$ cat config.mk
export PLATFORM = sky130hd
export DESIGN_NAME = wae_lane
export DESIGN_NICKNAME = d
export VERILOG_FILES = /design/src/rtl/core/wae_pkg.sv /design/src/rtl/core/wae_lane.sv
export SDC_FILE = /design/constraint.sdc
export NUM_CORES = 2
export LEC_CHECK = 0
export BUFFER_PORTS_ARGS = -buffer_cell sky130_fd_sc_hd__buf_2
export CAP_MARGIN = 30
export CORE_MARGIN = 4
export CORE_UTILIZATION = 60
export DETAILED_ROUTE_END_ITERATION = 8
export GPL_TIMING_DRIVEN = 1
export PLACE_DENSITY = 0.78
export SLEW_MARGIN = 20
export SYNTH_ARGS = -nofsm -noshare
export SYNTH_HDL_FRONTEND = slang
export SYNTH_SLANG_ARGS = --single-unit
$ cat constraint.sdc
create_clock -name clk -period 12.4 [get_ports clk]
set_clock_uncertainty 0.1 [all_clocks]
set_input_delay 0.62 -clock clk [delete_from_list [all_inputs] [get_ports clk]]
set_output_delay 0.62 -clock clk [all_outputs]
set_load 0.01 [all_outputs]
$ cat src/rtl/core/wae_pkg.sv
// Shared constants, types and tables for the windowed average smoother.
package wae_pkg;

	localparam int NCH         = 3;
	localparam int WINDOW      = 10;
	localparam int SAMPLE_BITS = 16;

	localparam int Q88_W      = 16;
	localparam int FRAC_BITS  = 8;
	localparam int KW_W       = 9;
	localparam int TOL_W      = 16;
	localparam int CFG_IDX_W  = 1;
	localparam int CFG_DATA_W = 16;

	localparam logic [KW_W-1:0]  KW_RESET  = KW_W'(230);
	localparam logic [KW_W-1:0]  KW_ONE    = KW_W'(256);
	localparam logic [TOL_W-1:0] TOL_RESET = TOL_W'(26);

	localparam int SLOT_W = (WINDOW > 1) ? $clog2(WINDOW) : 1;
	localparam int FILL_W = $clog2(WINDOW + 1);
	localparam int SUM_W  = SAMPLE_BITS + FILL_W;
	// Reciprocal scale: large enough that the estimated quotient is short by at most one.
	localparam int RK     = SUM_W + 1;
	localparam int RW     = RK + 1;
	localparam int PROD_W = SUM_W + RW;
	localparam int BL_W   = ((SAMPLE_BITS > Q88_W) ? SAMPLE_BITS : Q88_W) + KW_W + 2;
	localparam int DIFF_W = Q88_W + 1;

	localparam logic signed [BL_W-1:0] ROUND_HALF = BL_W'(1) << (FRAC_BITS - 1);
	localparam logic signed [BL_W-1:0] SAT_HI = (BL_W'(1) << (Q88_W - 1)) - BL_W'(1);
	localparam logic signed [BL_W-1:0] SAT_LO = -(BL_W'(1) << (Q88_W - 1));

	localparam logic CMD_SAMPLE = 1'b0;
	localparam logic CMD_TICK   = 1'b1;

	localparam logic [CFG_IDX_W-1:0] CFG_KEEP_WEIGHT = CFG_IDX_W'(0);
	localparam logic [CFG_IDX_W-1:0] CFG_CHANGE_TOL  = CFG_IDX_W'(1);

	typedef enum logic [2:0] {
		ST_IDLE,
		ST_DIV,
		ST_FIX,
		ST_MUL,
		ST_COMMIT
	} fsm_t;

	typedef struct packed {
		logic push;
		logic div_step;
		logic fix_step;
		logic mul_step;
		logic commit;
	} lane_ctrl_t;

	typedef struct packed {
		logic signed [Q88_W-1:0] value;
		logic                    changed;
	} lane_res_t;

	typedef logic [RW-1:0] recip_tab_t [WINDOW+1];

	// Builds floor(2^RK / f) for every nonzero fill count by long division at elaboration; zero maps to zero.
	function automatic recip_tab_t build_recip();
		recip_tab_t       tab;
		logic [RW-1:0]    q;
		logic [FILL_W:0]  rem;
		tab[0] = '0;
		for (int f = 1; f <= WINDOW; f++) begin
			q   = '0;
			rem = '0;
			for (int b = RK; b >= 0; b--) begin
				rem = {rem[FILL_W-1:0], (b == RK) ? 1'b1 : 1'b0};
				if (rem >= (FILL_W+1)'(f)) begin
					rem  = rem - (FILL_W+1)'(f);
					q[b] = 1'b1;
				end
			end
			tab[f] = q;
		end
		return tab;
	endfunction

	localparam recip_tab_t RECIP_TAB = build_recip();

	// Clamps a wide signed value to the signed Q8.8 range.
	function automatic logic signed [Q88_W-1:0] sat_q88(input logic signed [BL_W-1:0] v);
		logic signed [Q88_W-1:0] r;
		if (v > SAT_HI) begin
			r = SAT_HI[Q88_W-1:0];
		end else if (v < SAT_LO) begin
			r = SAT_LO[Q88_W-1:0];
		end else begin
			r = v[Q88_W-1:0];
		end
		return r;
	endfunction

endpackage

$ cat src/rtl/core/wae_lane.sv
// One channel lane: sample ring, running sum, average by reciprocal and smoothing blend.
module wae_lane import wae_pkg::*; (
	input  logic                          clk,
	input  logic                          arst_n,
	input  lane_ctrl_t                    ctrl,
	input  logic signed [SAMPLE_BITS-1:0] sample,
	input  logic [SLOT_W-1:0]             slot,
	input  logic [FILL_W-1:0]             fill,
	input  logic [KW_W-1:0]               keep_weight,
	input  logic [TOL_W-1:0]              change_tol,
	output lane_res_t                     res
);

	logic signed [SAMPLE_BITS-1:0] ring_q [WINDOW];
	logic signed [SUM_W-1:0]       sum_q;
	logic signed [Q88_W-1:0]       smooth_q;
	logic                          valid_q;

	logic [SUM_W-1:0]              mag_s1;
	logic [SUM_W-1:0]              q_est_s1;
	logic                          neg_s1;
	logic signed [SAMPLE_BITS-1:0] avg_s2;
	logic signed [SAMPLE_BITS-1:0] avg_s3;
	logic signed [BL_W-1:0]        prod_old_s3;
	logic signed [BL_W-1:0]        prod_avg_s3;
	logic                          skip_s3;

	logic signed [SUM_W-1:0]       sum_drop;
	logic signed [SUM_W-1:0]       sum_next;
	logic                          sum_neg;
	logic [SUM_W-1:0]              sum_mag;
	logic [PROD_W-1:0]             recip_prod;
	logic [SUM_W-1:0]              qf;
	logic [SUM_W-1:0]              rem;
	logic [SUM_W-1:0]              q_fix;
	logic signed [BL_W-1:0]        kw_ext;
	logic signed [BL_W-1:0]        aw_ext;
	logic signed [BL_W-1:0]        old_ext;
	logic signed [BL_W-1:0]        avg_ext;
	logic signed [BL_W-1:0]        blend_t;
	logic signed [BL_W-1:0]        blend_sh;
	logic signed [Q88_W-1:0]       nv;
	logic signed [Q88_W-1:0]       first_v;
	logic signed [DIFF_W-1:0]      diff;
	logic [DIFF_W-1:0]             abs_diff;
	logic                          moved;

	// Window update: once full, the oldest sample leaves the sum.
	assign sum_drop = (fill == FILL_W'(WINDOW)) ? SUM_W'(ring_q[slot]) : '0;
	assign sum_next = sum_q - sum_drop + SUM_W'(sample);

	assign sum_neg    = sum_q[SUM_W-1];
	assign sum_mag    = sum_neg ? SUM_W'(-sum_q) : SUM_W'(sum_q);
	assign recip_prod = PROD_W'(sum_mag) * PROD_W'(RECIP_TAB[fill]);

	// The reciprocal estimate can be one short; one compare fixes it.
	assign qf    = q_est_s1 * SUM_W'(fill);
	assign rem   = mag_s1 - qf;
	assign q_fix = q_est_s1 + SUM_W'(rem >= SUM_W'(fill));

	assign kw_ext  = BL_W'($signed({1'b0, keep_weight}));
	assign aw_ext  = BL_W'($signed({1'b0, KW_ONE - keep_weight}));
	assign old_ext = BL_W'(smooth_q);
	assign avg_ext = BL_W'(avg_s2);

	assign blend_t  = prod_old_s3 + prod_avg_s3 + ROUND_HALF;
	assign blend_sh = blend_t >>> FRAC_BITS;
	assign nv       = sat_q88(blend_sh);
	assign first_v  = sat_q88(BL_W'(avg_s3));
	assign diff     = DIFF_W'(nv) - DIFF_W'(smooth_q);
	assign abs_diff = diff[DIFF_W-1] ? DIFF_W'(-diff) : DIFF_W'(diff);
	assign moved    = abs_diff > DIFF_W'(change_tol);

	always_comb begin
		res.changed = !skip_s3 && (!valid_q || moved);
		if (skip_s3) begin
			res.value = smooth_q;
		end else if (!valid_q) begin
			res.value = first_v;
		end else if (moved) begin
			res.value = nv;
		end else begin
			res.value = smooth_q;
		end
	end

	always_ff @(posedge clk) begin
		if (ctrl.push) begin
			ring_q[slot] <= sample;
		end
		if (ctrl.div_step) begin
			mag_s1   <= sum_mag;
			neg_s1   <= sum_neg;
			q_est_s1 <= recip_prod[RK+SUM_W-1:RK];
		end
		if (ctrl.fix_step) begin
			avg_s2 <= neg_s1 ? SAMPLE_BITS'(-q_fix) : SAMPLE_BITS'(q_fix);
		end
		if (ctrl.mul_step) begin
			prod_old_s3 <= kw_ext * old_ext;
			prod_avg_s3 <= aw_ext * avg_ext;
			avg_s3      <= avg_s2;
			skip_s3     <= (fill == '0) || (avg_s2 == '0);
		end
	end

	always_ff @(posedge clk or negedge arst_n) begin
		if (!arst_n) begin
			sum_q    <= '0;
			smooth_q <= '0;
			valid_q  <= 1'b0;
		end else begin
			if (ctrl.push) begin
				sum_q <= sum_next;
			end
			if (ctrl.commit) begin
				smooth_q <= res.value;
				if (!skip_s3) begin
					valid_q <= 1'b1;
				end
			end
		end
	end

endmodule

# Yosys cells after proc, flatten, opt, wreduce, memory -nomap -nowiden
# Memories as Yosys holds them, arrays and structs flattened.
# Index checks and enable logic that the tools add are counted.
# op_classes
addsub	11
n_mul	4
order_cmp	7
eq_ne	1
muxes	15
bitwise	2
n_reduce_logical	8
# op_table
operator	n
16-bit two-way mux	8
10-bit by 16-bit multiplier with 26-bit output	2
22-bit two-way mux	2
20-bit by 22-bit multiplier with 41-bit output	1
20-bit two-way mux	2
20-bit subtractor	2
27-bit adder	1
27-bit by 9-bit adder with 27-bit output (second input constant)	1
20-bit by 16-bit adder with 20-bit output	1
20-bit by 4-bit greater-or-equal comparator with 1-bit output	1
20-bit by 4-bit multiplier with 20-bit output	1
20-bit negator	1
19-bit by 16-bit greater-than comparator with 1-bit output (second input constant)	1
19-bit by 16-bit < comparator with 1-bit output (second input constant)	1
17-bit by 16-bit greater-than comparator with 1-bit output	1
17-bit two-way mux	1
17-bit negator	1
16-bit by 16-bit subtractor with 17-bit output	1
16-bit by 1-bit adder with 16-bit output	1
16-bit greater-than comparator (second input constant)	1
16-bit zero test	1
16-bit < comparator (second input constant)	1
16-bit negator	1
9-bit subtractor (first input constant)	1
10 further kinds	13
# totals
register_bits	165
ram_bits	160
mem_bits_ro	352
inputBits	56
mem_count	2
# memory_table
name	words	width	read_ports	rd_clocked_by_memory_dff	write_ports	line	text
(name not given)	16	22	1	0	0	wae_lane.sv:54	assign recip_prod = PROD_W'(sum_mag) * PROD_W'(RECIP_TAB[fill]);
ring_q	10	16	1	0	1	wae_lane.sv:14	logic signed [SAMPLE_BITS-1:0] ring_q [WINDOW];

# Longest topological paths before layout
# logic_depth
ltp_word	12
depth_mapped	37

# Worst setup path after synthesis
# No wires, ideal clock.
# synth_path
path_type	in2reg
start	input fill[3]
end	register q_est_s1[10] (data pin)
arrival_ns	7.897
required_ns	12.040
slack_ns	4.143
cell_stages	28
cell_sequence	clkbuf_1 > clkbuf_1 > nand2_1 > a21boi_1 > nor2_1 > clkbuf_1 > nand2_1 > fa_1 > inv_1 > fa_1 > fa_1 > inv_1 > fa_1 > inv_1 > fa_1 > fa_1 > fa_1 > ha_1 > a211o_1 > a211o_1 > a211oi_1 > o31ai_1 > a21oi_1 > a21oi_1 > or2_2 > a21o_1 > a41o_1 > xor2_1
# synth_via
elab_chain_cells	5
# synth_rtl
element	line	text
from (decl)	wae_lane.sv:8	input logic [FILL_W-1:0] fill,
4-bit inverter with 5-bit output (implied by the code)	wae_lane.sv:54	
memory 16 x 22 bit	n/a	
22-bit two-way mux (implied by the code) (2 in series)	wae_lane.sv:54	
20-bit by 22-bit multiplier with 41-bit output	wae_lane.sv:54	
named net recip_prod[31]	wae_lane.sv:32	logic [PROD_W-1:0] recip_prod;
to (signal assigned)	wae_lane.sv:94	q_est_s1 <= recip_prod[RK+SUM_W-1:RK];
to (decl)	wae_lane.sv:20	logic [SUM_W-1:0] q_est_s1;
# The timed path passes the listed nets, and every way through them passes these cells. The select of a mux whose other input is x is not followed.
# A chain may end at the register's enable or synchronous reset.

==> flow_metrics.py <==
metrics = {
    "run_status": {
        "status": "complete, no violations",
    },
    "timing": {
        "hold_violations": 0,
        "fin_crit_sh": 0.827,
        "slew_violations": 0,
        "timing.setup.tns_ns": 0,
        "fin_crit_ns": 10.26,
        "rsz0062_at_grt": "no",
        "finalSetupViolCount": 0,
        "max-slew-margin-rel": 0.363,
        "worst_pin_slew_ns": 0.950,
        "timing.fmax_mhz": 97.5,
    },
    "place": {
        "portBuffers": 72,
        "dp_hpwl_um": 82700,
        "gp_congestion": 0.984,
    },
    "cts": {
        "clkTransAtPathRegs_ns": 0.07,
        "root_buffer": "clkbuf_16",
        "cts_max_level": 2,
        "clock_latency_ns": 0.59,
        "cts.path.max_buffers": 3,
        "cts_tree": "yes",
        "cts_buffers": 37,
        "cts_sinks": 323,
    },
    "yosys": {
        "synth_cell_types": 83,
        "synthArstFlopShare": 0.115,
        "synth-simple-area-share": 0.131,
        "avgSynthCellArea_um2": 9.96,
        "synth_edf_count": 286,
        "synth-xor-area-share": 0.0412,
        "syn_area_um2": 42900,
        "synth_compound_area_frac": 0.0794,
        "netlist_instances": 4310,
        "muxShareOfSynthArea": 0.0244,
        "ys_seq_area_frac": 0.222,
        "synth_ff_type": "edfxtp_1",
        "synth-adder-area-share": 0.417,
        "synth_top_family_by_area": "adder cells",
        "ys_ff_latch": 323,
        "yosys_warnings": 0,
        "syn_nets": 5409,
    },
    "worst_setup_path": {
        "r2r_setup_slack_ns": 2.89,
        "cpPeakStageDelay_ns": 0.67,
        "worstPathRequired_ns": 11.68,
        "crit_path_max_fanout": 15,
        "worst_path_most_repeated_cell": "ha_1",
        "path_class": "reg2out",
        "cp_slowest_cell": "nor3_1",
        "arrival_ns": 9.54,
        "setup.worst_path.end_class": "primary output",
        "cp-start-kind": "flop",
    },
    "die": {
        "num_rows": 97,
        "fp.dieW_um": 275,
        "ios": 73,
        "core_area_um2": 70500,
        "dieArea_um2": 75900,
        "floorplan.initialDensity": 0.609,
        "die_h_um": 275,
    },
    "grt": {
        "grt_pass1_wl_um": 174000,
        "antenna_found_initial": 2,
        "grt_pass1_vias": 33000,
        "grt-ovfl-total": 0,
        "track_usage": 0.292,
        "grt_max_degree": 70,
    },
    "cells_and_area": {
        "area_growth_pct": 6.11,
        "utilization": 0.646,
        "drive_gt1_frac": 0.0601,
        "final_common_cell": "inv_1",
        "final_cell_mix": "816 x inv_1, 644 x fa_1, 485 x nand2_1",
        "fin_nets": 5415,
    },
    "drt": {
        "drtPass1Iterations": 6,
        "vias": 30900,
        "viasPerCell": 5.84,
        "drt_wl_total_um": 107000,
        "drt_iter0_drc": 2388,
        "drcViolationCount": 0,
        "routedWlPerCell_um": 20.2,
        "postRouteAntennaNets": 0,
    },
    "worst_hold_path": {
        "hold_path_class": "in2reg",
    },
    "run": {
        "max-cap-violations": 0,
    },
}
-- kinds of logic after synthesis --
family	after synthesis
AOI/OAI and AO/OA	500
buffers and inverters	978
xor gates and xnor gates	202
and+or+nand+nor	1200
muxes	64
adders and majority gates	1043
DFF	323
-- stage by stage --
stage / instances / cell area (um2) / hold slack (ns) / worst slack [ns]
finish: 5285 / 45500 / 0.236 / 2.14
CTS: 5278 / 45400 / 0.106 / 2.26
global route: 5285 / 45500 / 0.215 / 1.46
global placement: 5210 / 44200 / 0.390 / 3.06
floorplan: 4310 / 42900 / 0.224 / 4.14
detailed placement: 5212 / 44300 / 0.428 / 2.90
-- timing repair --
action                    CTS  global route
resized for setup           0             0
hold buffers                0             1
hold endpoints to repair    0            11
buffers inserted            0             0
-- per-layer routing --
layer | wire, um | up-vias | track usage | share of wire
li1 | - | 13900 | - | -
met1 | 41400 | 15400 | 0.371 | 0.39
met2 | 50700 | 1287 | 0.488 | 0.48
met3 | 8510 | 361 | 0.0576 | 0.080
met4 | 6040 | 0 | 0.135 | 0.057
met5 | 0 | - | 0 | 0
-- registers in the layout, summed over array words and instances (netlist names) --
name         cells
skip_s3          1
avg_s2          16
smooth_q        16
ring_q         160
prod_avg_s3     26
avg_s3          16
q_est_s1        20
valid_q          1
neg_s1           1
prod_old_s3     26
sum_q           20
mag_s1          20
-- synthesized netlist by cell type (8+ instances only) --
cell / number / area [um2]
o22a_1: 20 / 175
nor2_1: 253 / 950
a211o_1: 8 / 70.1
a31oi_1: 8 / 50.1
nand3b_1: 8 / 60.1
o21a_1: 34 / 255
and2_1: 191 / 1190
o41ai_1: 9 / 78.8
fa_1: 644 / 12900
edfxtp_1: 286 / 8590
or3_1: 18 / 113
ha_1: 399 / 4990
nor3_1: 41 / 205
buf_1: 15 / 56.3
xnor2_1: 133 / 1160
and3_1: 12 / 75.1
dfrtp_1: 37 / 926
clkbuf_1: 140 / 526
inv_1: 816 / 3060
nor2b_1: 51 / 319
a21o_1: 45 / 338
nand3_1: 54 / 270
a21oi_1: 105 / 526
nand2_1: 485 / 1820
nand2b_1: 26 / 163
a211oi_1: 43 / 323
xor2_1: 69 / 604
o21bai_1: 16 / 120
o2111ai_1: 11 / 96.3
o22ai_1: 8 / 50.1
mux2i_1: 27 / 270
nor4_1: 9 / 56.3
o21ai_0: 101 / 505
nand4_1: 20 / 125
o31ai_1: 11 / 82.6
mux4_2: 32 / 721
or2_2: 15 / 93.8
-- worst paths after layout --
| path | to | start | depth (start not counted) |
|---|---|---|---|
| min | smooth_q[10] | ctrl[0] | 2 |
| min reg2reg | mag_s1[0] | sum_q[0] | 0 |
| max in group asynchronous | sum_q[0] | arst_n | 3 |
| max | res[11] | prod_old_s3[6] | 31 |
| max reg2reg | q_est_s1[10] | sum_q[0] | 28 |
| min in group asynchronous | sum_q[18] | arst_n | 2 |
-- final cells by class --
| class | instances | area, um2 |
|---|---|---|
| Multi-Input combinational cell | 3009 | 29800 |
| Fill cell | 5503 | 25000 |
| Sequential cell | 323 | 9510 |
| Inverter | 819 | 3070 |
| Tap cell | 940 | 1180 |
| Clock buffer | 44 | 952 |
| Timing Repair Buffer | 126 | 813 |
| Clock inverter | 22 | 245 |
| Antenna cell | 2 | 5.00 |
-- worst max-delay path, delay by kind of cell (launching register included) --
family	cells	cell delay, ns
compound gates	13	3.88
xor+xnor	2	0.26
fa+ha+maj	4	1.21
buf+inv	1	0.14
flops	1	0.38
simple gates	11	3.08
Power is not shown: default switching activity piles up to over one toggle a cycle in this logic, so the estimate is an artifact.
