===== config.mk =====
export PLATFORM = sky130hd
export DESIGN_NAME = wae_merge
export DESIGN_NICKNAME = d
export VERILOG_FILES = /design/src/rtl/core/wae_pkg.sv /design/src/rtl/core/wae_merge.sv
export SDC_FILE = /design/constraint.sdc
export NUM_CORES = 1
export LEC_CHECK = 0
export BUFFER_PORTS_ARGS = -buffer_cell sky130_fd_sc_hd__buf_2
export CORE_MARGIN = 4
export CORE_UTILIZATION = 35
export DETAILED_ROUTE_END_ITERATION = 16
export PLACE_DENSITY = 0.72
export SLEW_MARGIN = 20
export SYNTH_ARGS = -nofsm -noshare
export SYNTH_HDL_FRONTEND = slang
export SYNTH_SLANG_ARGS = --single-unit
export TNS_END_PERCENT = 100

===== constraint.sdc =====
create_clock -name clk -period 0.8 [get_ports clk]
set_clock_uncertainty 0.05 [all_clocks]
set_input_delay 0.16 -clock clk [delete_from_list [all_inputs] [get_ports clk]]
set_output_delay 0.16 -clock clk [all_outputs]
set_load 0.05 [all_outputs]

===== src/rtl/core/wae_pkg.sv =====
// Shared constants, types and tables for the windowed average smoother.
package wae_pkg;

	localparam int NCH         = 3;
	localparam int WINDOW      = 10;
	localparam int SAMPLE_BITS = 16;

	localparam int Q88_W      = 16;
	localparam int FRAC_BITS  = 8;
	localparam int KW_W       = 9;
	localparam int TOL_W      = 16;
	localparam int CFG_IDX_W  = 1;
	localparam int CFG_DATA_W = 16;

	localparam logic [KW_W-1:0]  KW_RESET  = KW_W'(230);
	localparam logic [KW_W-1:0]  KW_ONE    = KW_W'(256);
	localparam logic [TOL_W-1:0] TOL_RESET = TOL_W'(26);

	localparam int SLOT_W = (WINDOW > 1) ? $clog2(WINDOW) : 1;
	localparam int FILL_W = $clog2(WINDOW + 1);
	localparam int SUM_W  = SAMPLE_BITS + FILL_W;
	// Reciprocal scale: large enough that the estimated quotient is short by at most one.
	localparam int RK     = SUM_W + 1;
	localparam int RW     = RK + 1;
	localparam int PROD_W = SUM_W + RW;
	localparam int BL_W   = ((SAMPLE_BITS > Q88_W) ? SAMPLE_BITS : Q88_W) + KW_W + 2;
	localparam int DIFF_W = Q88_W + 1;

	localparam logic signed [BL_W-1:0] ROUND_HALF = BL_W'(1) << (FRAC_BITS - 1);
	localparam logic signed [BL_W-1:0] SAT_HI = (BL_W'(1) << (Q88_W - 1)) - BL_W'(1);
	localparam logic signed [BL_W-1:0] SAT_LO = -(BL_W'(1) << (Q88_W - 1));

	localparam logic CMD_SAMPLE = 1'b0;
	localparam logic CMD_TICK   = 1'b1;

	localparam logic [CFG_IDX_W-1:0] CFG_KEEP_WEIGHT = CFG_IDX_W'(0);
	localparam logic [CFG_IDX_W-1:0] CFG_CHANGE_TOL  = CFG_IDX_W'(1);

	typedef enum logic [2:0] {
		ST_IDLE,
		ST_DIV,
		ST_FIX,
		ST_MUL,
		ST_COMMIT
	} fsm_t;

	typedef struct packed {
		logic push;
		logic div_step;
		logic fix_step;
		logic mul_step;
		logic commit;
	} lane_ctrl_t;

	typedef struct packed {
		logic signed [Q88_W-1:0] value;
		logic                    changed;
	} lane_res_t;

	typedef logic [RW-1:0] recip_tab_t [WINDOW+1];

	// Builds floor(2^RK / f) for every nonzero fill count by long division at elaboration; zero maps to zero.
	function automatic recip_tab_t build_recip();
		recip_tab_t       tab;
		logic [RW-1:0]    q;
		logic [FILL_W:0]  rem;
		tab[0] = '0;
		for (int f = 1; f <= WINDOW; f++) begin
			q   = '0;
			rem = '0;
			for (int b = RK; b >= 0; b--) begin
				rem = {rem[FILL_W-1:0], (b == RK) ? 1'b1 : 1'b0};
				if (rem >= (FILL_W+1)'(f)) begin
					rem  = rem - (FILL_W+1)'(f);
					q[b] = 1'b1;
				end
			end
			tab[f] = q;
		end
		return tab;
	endfunction

	localparam recip_tab_t RECIP_TAB = build_recip();

	// Clamps a wide signed value to the signed Q8.8 range.
	function automatic logic signed [Q88_W-1:0] sat_q88(input logic signed [BL_W-1:0] v);
		logic signed [Q88_W-1:0] r;
		if (v > SAT_HI) begin
			r = SAT_HI[Q88_W-1:0];
		end else if (v < SAT_LO) begin
			r = SAT_LO[Q88_W-1:0];
		end else begin
			r = v[Q88_W-1:0];
		end
		return r;
	endfunction

endpackage


===== src/rtl/core/wae_merge.sv =====
// Merging stage: gathers the lane outcomes into one registered result when at least one lane changed.
module wae_merge import wae_pkg::*; (
	input  logic                    clk,
	input  logic                    arst_n,
	input  logic                    commit,
	input  lane_res_t               res [NCH],
	input  logic                    out_stall,
	output logic                    out_free,
	output logic                    out_valid,
	output logic signed [Q88_W-1:0] temp_value,
	output logic signed [Q88_W-1:0] humid_value,
	output logic signed [Q88_W-1:0] air_value,
	output logic [NCH-1:0]          changed_mask
);

	logic                    out_valid_q;
	logic signed [Q88_W-1:0] temp_q;
	logic signed [Q88_W-1:0] humid_q;
	logic signed [Q88_W-1:0] air_q;
	logic [NCH-1:0]          mask_q;
	logic [NCH-1:0]          mask;
	logic                    load;

	always_comb begin
		for (int i = 0; i < NCH; i++) begin
			mask[i] = res[i].changed;
		end
	end

	assign out_free = !out_valid_q || !out_stall;
	assign load     = commit && (mask != '0);

	always_ff @(posedge clk or negedge arst_n) begin
		if (!arst_n) begin
			out_valid_q <= 1'b0;
		end else if (load) begin
			out_valid_q <= 1'b1;
		end else if (!out_stall) begin
			out_valid_q <= 1'b0;
		end
	end

	always_ff @(posedge clk) begin
		if (load) begin
			temp_q  <= res[0].value;
			humid_q <= res[1].value;
			air_q   <= res[2].value;
			mask_q  <= mask;
		end
	end

	assign out_valid    = out_valid_q;
	assign temp_value   = temp_q;
	assign humid_value  = humid_q;
	assign air_value    = air_q;
	assign changed_mask = mask_q;

	a_mask_nonzero: assert property (@(posedge clk) disable iff (!arst_n)
		out_valid_q |-> (mask_q != '0))
		else $error("result shown with an empty changed mask");

	a_no_overwrite: assert property (@(posedge clk) disable iff (!arst_n)
		(commit && out_valid_q) |-> !out_stall)
		else $error("tick committed over a result that is still waiting");

endmodule


### Word level (Yosys, flattened, before mapping)

Index checks and enable logic that the tools add are counted.

| storage, ports and cells | value |
|---|---|
| bits in registers | 52 |
| bits of input ports | 55 |
| output and inout bits | 53 |
| logic and storage cells | 13 |

| operators by class | value |
|---|---|
| equal/unequal tests | 1 |
| muxes and demuxes | 2 |
| reduce and logical (&&, ||, !) cells | 5 |

Operators by type and width:

| kind | count |
|---|---|
| nonzero test 3 bit | 1 |
| logical NOT 1 bit | 2 |
| 2-to-1 mux 1 bit | 2 |
| != test 2 x 1 -> 1 bit (second input constant) | 1 |
| logical AND 1 bit | 1 |
| logical OR 1 bit | 1 |

### Logic depth before layout (Yosys ltp)

Gate-level depths: netlist of the first run.

| logic depth | value |
|---|---|
| depth in word-level cells | 3 |
| gate-level depth with buffers | 2 |
| depth with buffers taken out | 2 |

### Least setup slack after synthesis of the first run

No wires, ideal clock.

| timing | value |
|---|---|
| kind | input -> register |
| start | input res[0] (netlist name) |
| end | register out_valid_q (netlist: out_valid) |
| setup time | 77 ps |
| arrival time | 1,824 ps |
| data required time | 673 ps |
| slack | -1,151 ps |
| stages | 2 |
| buffers on the path | 0 |
| cells stage by stage | o31a_1 > nand2b_4 |

| between the ends | value |
|---|---|
| cells in the longest elaborated chain, start to end | 3 |
| elaborated cells between the ends (all ways) | 4 |
| classes of those cells | 1 x eq/ne; 1 x mux; 2 x reduce/logical |

Ends and longest elaborated chain:

| item | line | RTL |
|---|---|---|
| start, declared | wae_merge.sv:6 | `input lane_res_t res [NCH],` |
| nonzero test 3 bit (*) | wae_merge.sv:31 | `assign load = commit && (mask != '0);` |
| logical AND 1 bit (*) | wae_merge.sv:31 |  |
| != test 2 x 1 -> 1 bit (no source line) or 2-to-1 mux 1 bit (tied branches) | - |  |
| end signal, assigned | wae_merge.sv:35 | `out_valid_q <= 1'b0;` |
| end signal, assigned | wae_merge.sv:37 | `out_valid_q <= 1'b1;` |
| end signal, assigned | wae_merge.sv:39 | `out_valid_q <= 1'b0;` |
| end, declared | wae_merge.sv:16 | `logic out_valid_q;` |

Mark *: on every way between the ends. The rest lies on a longest branch, timed or not.
A chain may end at the register's enable or synchronous reset.

### Worst setup path in the final report of the first run

| timing | value |
|---|---|
| start | register out_valid_q (netlist: out_valid) |
| end | output out_free |

| between the ends | value |
|---|---|
| cells in the longest elaborated chain, start to end | 2 |

Ends and longest elaborated chain:

| item | line | RTL |
|---|---|---|
| logical NOT 1 bit | wae_merge.sv:30 | `assign out_free = !out_valid_q \|\| !out_stall;` |
| logical OR 1 bit | wae_merge.sv:30 |  |
| end, declared | wae_merge.sv:8 | `output logic out_free,` |

Every way passes these cells.

==> results of run 1 <==
==> worst max-delay path: stages, from the launching register on <==
cell and delay, ps:
dfrtp_2 450, nand2_8 70, buf_8 140
==> stage by stage <==
stage	setup TNS, ps	setup WS [ps]
final	-19090	-371
after global routing	-20960	-406
after CTS	-17430	-378
after detailed placement	-17550	-344
after global placement	-16600	-326
after floorplan	-14260	-272
==> layout by cell type, fill, tap and decap left out <==
master          instances
buf_8                   1
buf_4                   2
clkbuf_16               3
o31a_4                  1
clkbuf_1                1
buf_16                  3
buf_12                  2
clkbuf_8                5
edfxtp_1               51
buf_2                  47
dfrtp_2                 1
dlygate4sd3_1          48
buf_6                  53
nand2_8                 1
clkinvlp_4              1
dlymetal6s4s_1          4
clkinv_2                1
nand2b_4                1
==> cell families (layout without fill, tap and decap cells) <==
group | after synthesis | in the layout | share of synthesized area
simple gates | 2 | 2 | 0.0111
buf+inv | 0 | 171 | 0
flops | 52 | 52 | 0.983
compound gates | 1 | 1 | 0.00553
==> registers in the layout (all words and copies together) (netlist names) <==
| register | count |
|---|---|
| temp_value | 16 |
| humid_value | 16 |
| changed_mask | 3 |
| out_valid | 1 |
| air_value | 16 |
==> layer usage <==
layer	global-route usage	wire length (um)
met1	0.160	1420
met2	0.376	2910
met3	0.0414	360
met4	0.150	232
met5	0	0
==> worst paths after layout <==
check	depth (start not counted)	slack (ps)	end
worst max-delay path	2	-370	out_free
worst min-delay path	2	120	out_valid
worst max register to register	3	-30	out_valid
worst min register to register	3	640	out_valid
max in group asynchronous	2	490	out_valid
min in group clk	2	170	temp_value[6]
==> report_power, final <==
part	total, mW	switching, mW	internal (mW)	leakage, nW
logic	1.96	1.13	0.831	0.890
registers	3.40	0.127	3.27	0.504
clock network	1.42	0.812	0.612	0.0412
==> what timing repair did <==
item                                    CTS  global route
buffers inserted                          1             1
resized for setup                       111             5
gates cloned                              3             3
pin swaps                                 1             0
endpoints found under the setup margin   85           115
hold endpoints to repair                 51             2
hold buffers                             50             2
==> layout make-up <==
class | instances | area [um^2] | share of cell area
well taps | 52 | 65.1 | 0.0194
flip-flops and latches | 52 | 1560 | 0.465
multi-input cells | 3 | 51.3 | 0.0153
clock inverters | 2 | 12.5 | 0.00374
clock buffers | 6 | 72.6 | 0.0217
repair buffers | 163 | 1590 | 0.475
==> out/metrics.yaml, run 1 <==
grt:
  grt_max_degree: 17
  grt.overflow.total: 0
  grt_first_pass_wirelength_um: 7250
  first_global_vias: 1434
  antenna_found_initial: 0
  grtUsageTotal: 0.192
yosys:
  synth.most_common_cell: "edfxtp_1"
  ys_types: 5
  yosysTopAreaCellShare: 0.968
  synth_edf_count: 51
  synthFlopType: "edfxtp_1"
  syn_area_per_cell_um2: 28.8
  synthCells: 55
  synth.cell_area_um2: 1580
  synthTopCellsByArea: "edfxtp_1 97%, dfrtp_1 1.6%, nand2b_4 0.87%"
  synth_top_area_cell: "edfxtp_1"
  async_reset_ff_frac: 0.0192
  ys_top_cells_by_count: "51 x edfxtp_1, 1 x dfrtp_1, 1 x nand2_1, 1 x nand2b_4, 1 x o31a_1"
  syn_nets: 110
  yosys_warnings: 0
  ys_ff_latch: 52
  synth_seq_area_share: 0.983
die:
  die_x_um: 75.2
  initial_core_util: 0.364
  dieArea_um2: 5660
  row_count: 24
  io_pins: 108
  core_um2: 4350
  die_y_um: 75.2
cells_and_area:
  drive_gt1_frac: 0.540
  nFillCells: 256
  area_delta_synth_final_pct: 112
  num-nets-final: 280
  diodes: 0
  postLayoutCellArea_um2: 3350
  fin_cells: 278
  utilization: 0.769
flow_run:
  drv_cap: 0
place:
  place_hpwl_um: 2800
  routabilityCongestion: 0.664
  dp.cells: 217
  numPortBuffers: 107
  place_area_um2: 2260
outcome:
  violations: "setup timing"
  status: "finished with violations"
timing:
  tightestPinTransition_ps: 280
  fmax_mhz: 854
  slew_headroom: 0.814
  finalCritPeriodShare: 1.46
  setup_violations: 121
  hold_viol: 0
  rsz0062_at_grt: "yes"
  layout_setup_ws_ps: -371
  finalMaxSlewViolations: 0
  holdWs_ps: 115
  min_period_ps: 1170
drt:
  vias_per_cell: 4.36
  drc_errors: 0
  ant_nets: 0
  drt_iter0_markers: 20
  vias: 1211
  first_pass_iters: 4
  post_drt_wl_per_cell_um: 17.7
  wirelength_um: 4930
cts:
  worstSkewPairLatency_ps: 300
  cts_tree: "yes"
  numCtsBuffers: 5
  cts-root-buf: "clkbuf_8"
  htree_levels: 2
  clock_sink_count: 52
  clk_path_buf_depth: 2
  clk_pin_slew_worst_paths_ps: 90
power_and_ir_drop:
  power_density_nw_per_um2: 2020
  finalPower_mw: 6.78
  vdd_drop_max_mv: 1.28
  p_leak_nw: 1.44
hold_path:
  hp-class: "in2async"
worst_setup_path:
  critPathKind: "reg2out"
  start_kind: "flop"
  reg2reg_from: "out_valid"
  cp.required_ps: 590
  critPathLaunch: "out_valid"
  crit_fanout: 2
  cp.arrival_ps: 960
  endpoint_kind: "output port"
No activity file was read; power rests on OpenSTA's default activity.
==> run 2: changes to the inputs <==
==> constraint.sdc (replaced) <==
create_clock -name clk -period 1 [get_ports clk]
set_clock_uncertainty 0.05 [all_clocks]
set_input_delay 0.2 -clock clk [delete_from_list [all_inputs] [get_ports clk]]
set_output_delay 0.2 -clock clk [all_outputs]
set_load 0.05 [all_outputs]
==> out/metrics.yaml, run 2 (same netlist as run 1, synthesis figures left out) <==
outcome:
  status: "finished with violations"  # unchanged
  violations: "setup timing"  # unchanged
worst_setup_path:
  cp.required_ps: 750  # was 590 ps
  cp.buffers_inverters: 1  # unchanged
  start_kind: "flop"  # unchanged
  slowest_delay_ps: 430  # was 450 ps
  cp.arrival_ps: 940  # was 960 ps
  crit_chain: "nand2_4 > buf_8"  # was nand2_8 > buf_8
  endpoint_kind: "output port"  # unchanged
  critPathKind: "reg2out"  # unchanged
  crit_fanout: 2  # unchanged
  crit_slowest_cell: "dfrtp_2"  # unchanged
  crit_family: "flip-flops"  # unchanged
drt:
  wirelength_um: 3520  # was 4930 um
  vias_per_cell: 4.28  # was 4.36
  post_drt_wl_per_cell_um: 15.4  # was 17.7 um
  first_pass_iters: 4  # unchanged
  ant_nets: 0  # unchanged
  drt_iter0_markers: 24  # was 20
  vias: 975  # was 1211
  drc_errors: 0  # unchanged
cts:
  numCtsBuffers: 5  # unchanged
  cts_tree: "yes"  # unchanged
  worstSkewPairLatency_ps: 290  # was 300 ps
  clk_path_buf_depth: 2  # unchanged
  htree_levels: 2  # unchanged
  clock_sink_count: 52  # unchanged
  clk_pin_slew_worst_paths_ps: 90  # about the same
  cts-root-buf: "clkbuf_8"  # unchanged
die:
  row_count: 24  # unchanged
  dieArea_um2: 5660  # unchanged
  die_x_um: 75.2  # unchanged
  die_y_um: 75.2  # unchanged
  initial_core_util: 0.364  # unchanged
  core_um2: 4350  # unchanged
  io_pins: 108  # unchanged
grt:
  first_global_vias: 1044  # was 1434
  grtUsageTotal: 0.127  # was 0.192
  grt.overflow.total: 0  # unchanged
  grt_max_degree: 22  # was 17
  antenna_found_initial: 1  # was 0
  grt_first_pass_wirelength_um: 5030  # was 7250 um
timing:
  finalMaxSlewViolations: 0  # unchanged
  slew_headroom: 0.900  # was 0.814
  rsz0062_at_grt: "yes"  # unchanged
  setup_violations: 53  # was 121
  layout_setup_ws_ps: -191  # was -371 ps
  finalCritPeriodShare: 1.19
  tightestPinTransition_ps: 151  # was 280 ps
  hold_viol: 0  # unchanged
  min_period_ps: 1190
  fmax_mhz: 839
  holdWs_ps: 30.0  # was 115 ps
cells_and_area:
  layout_common_cells: "54 x buf_2, 51 x edfxtp_1, 51 x buf_6, 5 x clkbuf_8"  # was 53 x buf_6, 51 x edfxtp_1, 48 x dlygate4sd3_1, 47 x buf_2, 5 x clkbuf_8
  num-nets-final: 230  # was 280
  postLayoutCellArea_um2: 2700  # was 3350 um^2
  final_common_cell: "buf_2"  # was buf_6
  drive_gt1_frac: 0.688  # was 0.540
  diodes: 0  # unchanged
  area_delta_synth_final_pct: 70.4  # was 112%
  utilization: 0.620  # was 0.769
place:
  routabilityCongestion: 0.626  # was 0.664
  place_area_um2: 2270  # was 2260 um^2
  place_hpwl_um: 2650  # was 2800 um
  pre_cts_slack_ps: -178  # was -344 ps
  numPortBuffers: 107  # unchanged
power_and_ir_drop:
  p_int_mw: 3.58  # was 4.71 mW
  switching_share: 0.298  # was 0.305
  finalPower_mw: 5.09  # was 6.78 mW
  p_leak_nw: 1.14  # was 1.44 nW
  switchingPower_mw: 1.52  # was 2.07 mW
  clkPwrFrac: 0.210  # about the same
  power_frac_seq: 0.531  # was 0.501
  pwr-share-comb: 0.258  # was 0.289
  power_density_nw_per_um2: 1890  # was 2020 nW/um^2
  vdd_drop_max_mv: 0.998  # was 1.28 mV
flow_run:
  drv_cap: 0  # unchanged
hold_path:
  hp-class: "in2reg"  # was in2async
-- run 2: changes by cell type in the layout (fill, tap and decap cells not counted), sizes merged --
| cell | change |
|---|---|
| clkbuf | -2 |
| clkinvlp | -1 |
| dlymetal6s4s | -4 |
| dlygate4sd3 | -47 |
| buf | +4 |
-- run 2: layout make-up --
class / count / area [um^2]
Clock buffer: 7 / 76.3
Clock inverter: 1 / 3.75
Tap cell: 52 / 65.1
Multi-Input combinational cell: 3 / 42.5
Sequential cell: 52 / 1560
Fill cell: 333 / 1660
Timing Repair Buffer: 113 / 952
-- run 2: repair_timing --
action / CTS / global route
pin swaps: 1 / 0
buffers inserted: 1 / 0
hold buffers: 1 / 0
endpoints found under the hold margin: 1 / 0
gates resized for setup: 106 / 0
endpoints found under the setup margin: 53 / 53
-- run 2: stage by stage --
step,setup TNS [ps],instances
floorplan,-5290,55
global placement,-8310,218
detailed placement,-8850,218
CTS,-5980,228
global route,-7530,228
finish,-5160,228
-- run 2: worst register-to-register path: stages (launching register included) --
cell and delay (ps):
dfrtp_2 430, nand2_4 80, buf_4 100, buf_4 100
nand2b_4 40
-- run 2: path summary, 6_finish.rpt --
path / depth (start not counted) / endpoint / slack (ps) / start
max in group asynchronous: 2 / out_valid / 640 / arst_n
setup / recovery: 2 / out_free / -190 / out_valid
min in group asynchronous: 2 / out_valid / 160 / arst_n
hold reg to reg: 4 / out_valid / 720 / out_valid
setup reg to reg: 4 / out_valid / 100 / out_valid
hold / removal: 1 / air_value[2] / 30 / res[3]
-- run 2: metal layers --
metal	vias to the layer above	part of all wire	GRT usage
met1	445	0.31	0.132
li1	459	-	-
met5	-	0.0057	0
met3	6	0.14	0.0694
met2	63	0.54	0.221
met4	2	0.010	0.0408
-- run 2: power groups by stage --
stage          Combinational [mW]  Sequential, mW  Clock, mW
2_1_floorplan              0.0623            3.39          0
3_3_place_gp                 1.08            2.70          0
3_5_place_dp                 1.09            2.71          0
4_1_cts                      1.32            2.71       1.11
5_1_grt                      1.37            2.73       1.21
6_report                     1.32            2.71       1.07
==> run 3: changes to the inputs <==
--- a/config.mk
+++ b/config.mk
@@ -9,7 +9,7 @@
 export CORE_MARGIN = 4
 export CORE_UTILIZATION = 35
 export DETAILED_ROUTE_END_ITERATION = 16
-export PLACE_DENSITY = 0.72
+export PLACE_DENSITY_LB_ADDON = 0.25
 export SLEW_MARGIN = 20
 export SYNTH_ARGS = -nofsm -noshare
 export SYNTH_HDL_FRONTEND = slang
==> out/metrics.yaml, run 3 (same netlist as run 1, synthesis figures left out) <==
outcome:
  status: "finished with violations"  # unchanged
  violations: "setup timing"  # unchanged
timing:
  setup_violations: 53  # unchanged
  slew_headroom: 0.843  # was 0.900
  layout_setup_ws_ps: -183  # was -191 ps
  finalCritPeriodShare: 1.18  # was 1.19
  min_period_ps: 1180  # was 1190 ps
  hold_viol: 0  # unchanged
  tightestPinTransition_ps: 235  # was 151 ps
  finalMaxSlewViolations: 0  # unchanged
  fmax_mhz: 845  # was 839 MHz
  rsz0062_at_grt: "yes"  # unchanged
hold_path:
  hp-class: "in2reg"  # unchanged
worst_setup_path:
  critPathKind: "reg2out"  # unchanged
  reg2reg_slack_ps: 100  # about the same
  r2r_end: "out_valid"  # unchanged
  endpoint_kind: "output port"  # unchanged
  cp.arrival_ps: 930  # was 940 ps
  rr_worst_depth: 4  # unchanged
  crit_fanout: 2  # unchanged
  critPathLaunch: "out_valid"  # unchanged
  cp.required_ps: 750  # about the same
  reg2reg_from: "out_valid"  # unchanged
  critical_path.endpoint: "out_free"  # unchanged
  start_kind: "flop"  # unchanged
cts:
  clock_sink_count: 52  # unchanged
  cts-root-buf: "clkbuf_8"  # unchanged
  clk_path_buf_depth: 2  # unchanged
  numCtsBuffers: 5  # unchanged
  clk_pin_slew_worst_paths_ps: 80  # was 90 ps
  htree_levels: 2  # unchanged
  worstSkewPairLatency_ps: 290  # about the same
  cts_tree: "yes"  # unchanged
die:
  io_pins: 108  # unchanged
  row_count: 24  # unchanged
  core_um2: 4350  # unchanged
  initial_core_util: 0.364  # unchanged
  dieArea_um2: 5660  # unchanged
  die_y_um: 75.2  # unchanged
  die_x_um: 75.2  # unchanged
grt:
  first_global_vias: 1037  # was 1044
  grt_max_degree: 34  # was 22
  antenna_found_initial: 0  # was 1
  grt_first_pass_wirelength_um: 4930  # was 5030 um
  grtUsageTotal: 0.120  # was 0.127
  grt.overflow.total: 0  # unchanged
place:
  pre_cts_slack_ps: -203  # was -178 ps
  routabilityCongestion: 0.661  # was 0.626
  numPortBuffers: 107  # unchanged
  dp.cells: 217  # was 218
cells_and_area:
  diodes: 0  # unchanged
  nFillCells: 329  # was 333
  num-nets-final: 229  # was 230
  final_common_cell: "buf_2"  # unchanged
  area_delta_synth_final_pct: 69.0  # was 70.4%
  drive_gt1_frac: 0.691  # was 0.688
  fin_cells: 227  # was 228
  utilization: 0.614  # was 0.620
  layout_common_cells: "54 x buf_2, 51 x edfxtp_1, 51 x buf_6, 6 x clkbuf_8, 4 x buf_4"  # was 54 x buf_2, 51 x edfxtp_1, 51 x buf_6, 5 x clkbuf_8
  ff_latch_area_um2: 1560  # unchanged
  multi_input_area_um2: 42.5  # unchanged
drt:
  vias: 982  # was 975
  post_drt_wl_per_cell_um: 15.2  # was 15.4 um
  drt_iter0_markers: 44  # was 24
  drc_errors: 0  # unchanged
  first_pass_iters: 4  # unchanged
  vias_per_cell: 4.33  # was 4.28
  ant_nets: 0  # unchanged
  wirelength_um: 3440  # was 3520 um
power_and_ir_drop:
  clkPwrFrac: 0.224  # was 0.210
  pwr-share-comb: 0.252  # was 0.258
  switching_share: 0.295  # was 0.298
  power_density_nw_per_um2: 1930  # was 1890 nW/um^2
  finalPower_mw: 5.15  # was 5.09 mW
  p_leak_nw: 1.14  # about the same
  power_frac_seq: 0.525  # was 0.531
  switchingPower_mw: 1.52  # about the same
  vdd_drop_max_mv: 1.08  # was 0.998 mV
  p_int_mw: 3.64  # was 3.58 mW
flow_run:
  drv_cap: 0  # unchanged
[run 3: cell types whose count changed in the layout (fill, tap and decap cells not counted), sizes merged]
cell	before	now
clkinv	1	0
clkbuf	7	8
buf	112	111
[run 3: area by class of cell]
type                       instances  area share
clock buffer                       8      0.0337
multi-input combinational          3      0.0159
timing repair buffer             112       0.344
tap                               52      0.0243
sequential                        52       0.582
[run 3: what timing repair did]
item,in CTS,in global routing
pin swaps,1,0
cloned,0,0
hold endpoints to repair,1,0
buffers inserted,1,0
endpoints found under the setup margin,53,53
gates resized for setup,106,0
hold buffers,1,0
[run 3: worst min path at each step]
| stage | startpoint | endpoint | slack (ps) | depth (start not counted) |
|---|---|---|---|---|
| after floorplan | arst_n | out_valid | -150 | 0 |
| after global placement | arst_n | out_valid | -70 | 1 |
| after detailed placement | arst_n | out_valid | -70 | 1 |
| after CTS | res[2] | air_value[1] | 20 | 1 |
| after global routing | res[42] | temp_value[7] | 3 | 1 |
| final | res[2] | air_value[1] | 30 | 1 |
[run 3: metrics by stage]
step	hold slack (ps)	setup TNS, ps	instance area (um^2)
after detailed placement	-74.2	-9090	2240
after floorplan	-146	-5290	1600
after CTS	16.0	-6040	2680
final	30.4	-5200	2680
after global placement	-74.3	-8530	2240
after global routing	2.93	-7630	2680
[run 3: power groups by stage]
| stage | clock, mW | combinational (mW) | sequential, mW |
|---|---|---|---|
| 6_report | 1.15 | 1.30 | 2.70 |
| 5_1_grt | 1.31 | 1.34 | 2.72 |
| 4_1_cts | 1.20 | 1.30 | 2.71 |
| 3_5_place_dp | 0 | 1.07 | 2.71 |
| 3_3_place_gp | 0 | 1.06 | 2.70 |
| 2_1_floorplan | 0 | 0.0623 | 3.39 |
[run 3: layer usage]
layer	vias to the layer above	GRT usage	part of all wire
li1	457	-	-
met1	449	0.139	0.34
met2	76	0.194	0.51
met3	0	0.0668	0.15
met4	0	0.0291	0
met5	-	0	0
[run 3: critical path, cell delays in order (launching register included)]
cell	delay [ps]
dfrtp_2	430
nand2_4	70
buf_8	140
